## src/hdl/scd_pkg.sv

```systemverilog
// scd_pkg: shared types, codes and the sine table generator for the stereo chorus
// depends on nothing; imported by the controller, datapath and top level
package scd_pkg;

   localparam int LINE_DEPTH = 16384;
   localparam int SAMPLE_BITS = 24;
   localparam int SINE_TABLE_SIZE = 1024;

   localparam int CSR_INDEX_BITS = 3;
   localparam int CSR_DATA_BITS = 23;

   localparam logic [CSR_INDEX_BITS-1:0] CSR_ENABLE = 3'd0;
   localparam logic [CSR_INDEX_BITS-1:0] CSR_PHASE_STEP = 3'd1;
   localparam logic [CSR_INDEX_BITS-1:0] CSR_BASE_DELAY = 3'd2;
   localparam logic [CSR_INDEX_BITS-1:0] CSR_MOD_DEPTH = 3'd3;
   localparam logic [CSR_INDEX_BITS-1:0] CSR_FEEDBACK_GAIN = 3'd4;
   localparam logic [CSR_INDEX_BITS-1:0] CSR_WET_MIX = 3'd5;

   typedef enum logic [3:0] {
      OP_IDLE,
      OP_LFO,
      OP_MOD,
      OP_ADDR,
      OP_RD1,
      OP_RD2,
      OP_MUL,
      OP_SUM,
      OP_GAIN,
      OP_FIN
   } dp_op_type;

   typedef struct packed {
      logic      accept;
      logic      fire;
      dp_op_type op;
   } dp_cmd_type;

   typedef struct packed {
      logic bypass;
   } dp_status_type;

   // quarter-wave polynomial sine, q1.15, for table entry k of a 2^lg entry table
   function automatic logic signed [15:0] sine_entry(input int k, input int lg);
      longint unsigned m;
      longint unsigned quad;
      longint unsigned r;
      longint unsigned z;
      longint unsigned z2;
      longint unsigned t;
      longint signed v;
      m = longint'(4 * k);
      quad = m >> lg;
      r = m & ((64'd1 << lg) - 64'd1);
      z = (r << 16) >> lg;
      if (quad[0]) z = 64'd65536 - z;
      z2 = (z * z) >> 16;
      t = (64'd5210 * z2) >> 16;
      t = 64'd42334 - t;
      t = (t * z2) >> 16;
      t = 64'd102944 - t;
      t = ((z * t) >> 16) >> 1;
      if (t > 64'd32767) t = 64'd32767;
      v = quad[1] ? -longint'(t) : longint'(t);
      return v[15:0];
   endfunction

endpackage

```

## src/hdl/scd_ctrl.sv

```systemverilog
// scd_ctrl: sequencer for one frame through the chorus datapath and the output handshake
// depends on scd_pkg
module scd_ctrl
   import scd_pkg::*;
(
   input  logic          clock,
   input  logic          reset,
   input  logic          req_valid,
   output logic          req_ready,
   output logic          rsp_valid,
   input  logic          rsp_ready,
   input  dp_status_type status,
   output dp_cmd_type    cmd
);

   typedef enum logic [3:0] {
      ST_IDLE,
      ST_LFO,
      ST_MOD,
      ST_ADDR,
      ST_RD1,
      ST_RD2,
      ST_MUL,
      ST_SUM,
      ST_GAIN,
      ST_FIN
   } state_type;

   state_type state_ff, state_in;
   dp_op_type op_ff, op_in;
   logic      ready_ff, ready_in;
   logic      out_valid_ff, out_valid_in;
   logic      accept;
   logic      slot_free;
   logic      fire;

   assign accept = req_valid && ready_ff;
   assign slot_free = !out_valid_ff || rsp_ready;
   assign fire = (state_ff == ST_FIN) && slot_free;

   always_comb begin
      state_in = state_ff;
      unique case (state_ff)
         ST_IDLE: if (accept) state_in = status.bypass ? ST_FIN : ST_LFO;
         ST_LFO:  state_in = ST_MOD;
         ST_MOD:  state_in = ST_ADDR;
         ST_ADDR: state_in = ST_RD1;
         ST_RD1:  state_in = ST_RD2;
         ST_RD2:  state_in = ST_MUL;
         ST_MUL:  state_in = ST_SUM;
         ST_SUM:  state_in = ST_GAIN;
         ST_GAIN: state_in = ST_FIN;
         ST_FIN:  if (slot_free) state_in = ST_IDLE;
         default: state_in = ST_IDLE;
      endcase
      unique case (state_in)
         ST_IDLE: op_in = OP_IDLE;
         ST_LFO:  op_in = OP_LFO;
         ST_MOD:  op_in = OP_MOD;
         ST_ADDR: op_in = OP_ADDR;
         ST_RD1:  op_in = OP_RD1;
         ST_RD2:  op_in = OP_RD2;
         ST_MUL:  op_in = OP_MUL;
         ST_SUM:  op_in = OP_SUM;
         ST_GAIN: op_in = OP_GAIN;
         ST_FIN:  op_in = OP_FIN;
         default: op_in = OP_IDLE;
      endcase
      ready_in = (state_in == ST_IDLE);
      out_valid_in = fire ? 1'b1 : (rsp_ready ? 1'b0 : out_valid_ff);
   end

   always_ff @(posedge clock) begin
      if (reset) begin
         state_ff <= ST_IDLE;
         op_ff <= OP_IDLE;
         ready_ff <= 1'b1;
         out_valid_ff <= 1'b0;
      end else begin
         state_ff <= state_in;
         op_ff <= op_in;
         ready_ff <= ready_in;
         out_valid_ff <= out_valid_in;
      end
   end

   assign req_ready = ready_ff;
   assign rsp_valid = out_valid_ff;
   assign cmd.accept = accept;
   assign cmd.fire = fire;
   assign cmd.op = op_ff;

endmodule

```

## config.mk

```make
export PLATFORM = sky130hd
export DESIGN_NAME = scd_ctrl
export DESIGN_NICKNAME = d
export VERILOG_FILES = /design/src/hdl/scd_pkg.sv /design/src/hdl/scd_ctrl.sv
export SDC_FILE = /design/constraint.sdc
export NUM_CORES = 1
export LEC_CHECK = 0
export BUFFER_PORTS_ARGS = -buffer_cell sky130_fd_sc_hd__buf_2
export CORE_AREA = 10 10 47 49
export DETAILED_ROUTE_END_ITERATION = 10
export DIE_AREA = 0 0 57 59
export GPL_TIMING_DRIVEN = 0
export HOLD_SLACK_MARGIN = 0.15
export PLACE_DENSITY = 0.56
export RECOVER_POWER = 25
export REMOVE_ABC_BUFFERS = 1
export SYNTH_ARGS = -nofsm -noshare
export SYNTH_HDL_FRONTEND = slang
export SYNTH_SLANG_ARGS = --single-unit
export TNS_END_PERCENT = 20
```

## constraint.sdc

```tcl
create_clock -name clock -period 3.34 [get_ports clock]
set_input_delay 0.167 -clock clock [delete_from_list [all_inputs] [get_ports clock]]
set_output_delay 0.167 -clock clock [all_outputs]
set_load 0.005 [all_outputs]
```

==> flow_summary.yaml <==
setup_path:
  cpMaxStageDelayCell: "a2111o_1"
  critical_path_class: "reg -> reg"
  startpoint_type: "register"
  r2r_cells: 4
  worstReg2RegEnd: "req_ready"
  worstPathArrival_ps: 1480
  worst-path-stages: 4
  r2r_start: "state_ff[1]"
  timing.critical_path.to: "req_ready"
  crit_required_ps: 3470
  rrSetupSlack_ps: 1990
  critical_path_buf_inv_count: 0
  crit_path_max_fanout: 6
  crit_family: "compound AO/OA/AOI/OAI gates"
  crit_start: "state_ff[1]"
  end_kind: "register"
  crit_chain: "or2_4, a2111o_1, o211ai_2, a311oi_2"
  crit_path_max_incr_delay_ps: 430
logic_synthesis:
  synth_seq_area_share_pct: 46.2
  syn_area_per_cell_sq_um: 9.84
  yosys_warnings: 0
  syn_area_sq_um: 433
  ys_types: 25
  ys_ff_latch: 10
  synthCells: 44
grt:
  grt_max_degree: 9
  grtUsageTotal_pct: 5.98
  grt_overflow_total: 0
  first_global_vias: 332
  grt_pass1_wl_um: 1520
  antenna_found_initial: 0
detailed_routing:
  drt_iter0_drc: 6
  drt-pass1-iter-count: 4
  ant_nets: 0
  wl_per_cell_um: 12.2
  via_per_inst: 4.63
  finalWirelength_um: 881
  drc: 0
  vias: 333
floorplanning:
  row_count: 14
  start_util_pct: 30.9
  die_x_um: 57
  die_y_um: 59
  coreArea_sq_mm: 0.00140
  pin_count: 13
  dieArea_sq_mm: 0.00336
sta:
  hold_viol: 0
  fin_crit_ps: 1350
  period_share_pct: 40.5
  rsz0062_at_grt: "no"
  whs_ps: 230
  setup_viol: 0
  fmax_mhz: 738
  worstMarginPinSlew_ps: 397
  clock_skew_ps: 3.32
  totalNegativeSetupSlack_ps: 0
  finalMaxSlewViolations: 0
  relSlewSlack_pct: 72.9
placement:
  hpwl_um: 662
  gp_congestion: 0.767
  placedInstanceArea_sq_um: 488
  io_buffers: 12
clock_tree:
  ctsResizeCount: 0
  cts_sinks: 10
  ctsHtreeMaxLevel: 1
  clock_path_buffers: 2
  clk_pin_slew_ps: 60
  cts_tree: "yes"
  numCtsBuffers: 3
  root_buffer: "clkbuf_4"
  clk_latency_ps: 250
cells_and_area:
  syn_to_final_growth_pct: 19.1
  diodes: 0
  postLayoutCellArea_sq_um: 515
  drive_gt1_share_pct: 32.1
  nets: 63
power:
  powerDensity_mw_per_mm2: 757
  power.total_w: 0.000390
  power.leakage_nw: 0.206
  ir_worst_vdd_v: 0.000365
status:
  status: "complete, no violations"
min_path:
  hold_class: "in -> reg"
flow_run:
  max_cap_viol_count: 0
[placed cells by master (no fill, tap or decap), drive strengths merged]
cell type and count:
a2111o 1, a2111oi 2, a21boi 1, a21oi 1
a311oi 1, and2 1, buf 8, clkbuf 7
dfxtp 10, dlygate4sd3 1, inv 1, nand2 1
nand2b 1, nand3 2, nand4 1, nor2 7
nor2b 2, nor3 1, o211ai 2, or2 2
or3 1, xnor2 1, xor2 1
[Yosys cell counts]
library cell / number / area [sq um]
a2111o_1: 1 / 11.3
a2111oi_0: 1 / 8.76
a2111oi_2: 1 / 15.0
a21boi_0: 1 / 7.51
a21oi_1: 1 / 5.00
a311oi_2: 1 / 15.0
and2_1: 1 / 6.26
buf_2: 2 / 10.0
buf_4: 2 / 15.0
dfxtp_1: 10 / 200
inv_1: 1 / 3.75
nand2_1: 1 / 3.75
nand2b_1: 1 / 6.26
nand3_1: 2 / 10.0
nand4_1: 1 / 6.26
nor2_1: 7 / 26.3
nor2b_1: 2 / 12.5
nor3_2: 1 / 10.0
o211ai_1: 1 / 7.51
o211ai_2: 1 / 12.5
or2_2: 1 / 6.26
or2_4: 1 / 8.76
or3_2: 1 / 7.51
xnor2_1: 1 / 8.76
xor2_1: 1 / 8.76
[layer usage]
metal	track usage, %	share of wire [%]	vias to the layer above
met3	5.58	12	0
met2	8.06	44	9
met4	4.03	0	0
met1	5.74	44	146
li1	-	-	178
met5	0	0	-
[registers in the layout, summed over array words and instances, names as in the netlist]
register and cells:
rsp_valid 1, state_ff 4, op_ff 4, req_ready 1
[logic make-up (layout without fill, tap and decap cells)]
kind of cell    after synthesis  count (layout)  synth area share (%)
xor+xnor                      2               2                  4.05
compound gates                8               8                  19.1
simple gates                 19              19                  24.0
buf+inv                       5              17                  6.65
flops                        10              10                  46.2
[where the power goes]
group	internal, W	switching (W)	leakage [nW]	total, W
Clock	0.0000413	0.0000358	0.0138	0.0000771
Sequential	0.000153	0.0000304	0.0819	0.000183
Combinational	0.0000665	0.0000631	0.110	0.000130
Total	0.000261	0.000129	0.206	0.000390
[tightest hold or removal path: cells and delay by family]
family | cells | cell delay (ps)
compound gates | 1 | 60
simple gates | 1 | 120
buf+inv | 1 | 90
[cell type report]
class                      instances  area (sq um)
fill                             149           886
multi-input combinational         29           204
inverter                           1          3.75
tap                               16          20.0
timing repair buffer              13          65.1
clock buffer                       3          22.5
sequential                        10           200
[what timing repair did]
action / in CTS / in global routing
endpoints found under the hold margin: 2 / 0
hold buffers: 1 / 0
setup buffers: 0 / 0
[through the flow]
stage	util (%)	setup WS (ps)	instances
finish	36.8	1990	72
global route	36.8	1900	72
CTS	37.1	1990	72
detailed placement	34.8	2000	68
global placement	34.8	1990	68
floorplan	-	2070	40
[worst min-delay path by stage]
stage | start | to | cells past startpoint
finish | rsp_ready | rsp_valid | 3
floorplan | reset | rsp_valid | 1
global placement | reset | rsp_valid | 2
detailed placement | reset | rsp_valid | 2
global route | rsp_ready | rsp_valid | 3
CTS | rsp_ready | rsp_valid | 3
Power figures use the tool's default switching activity.
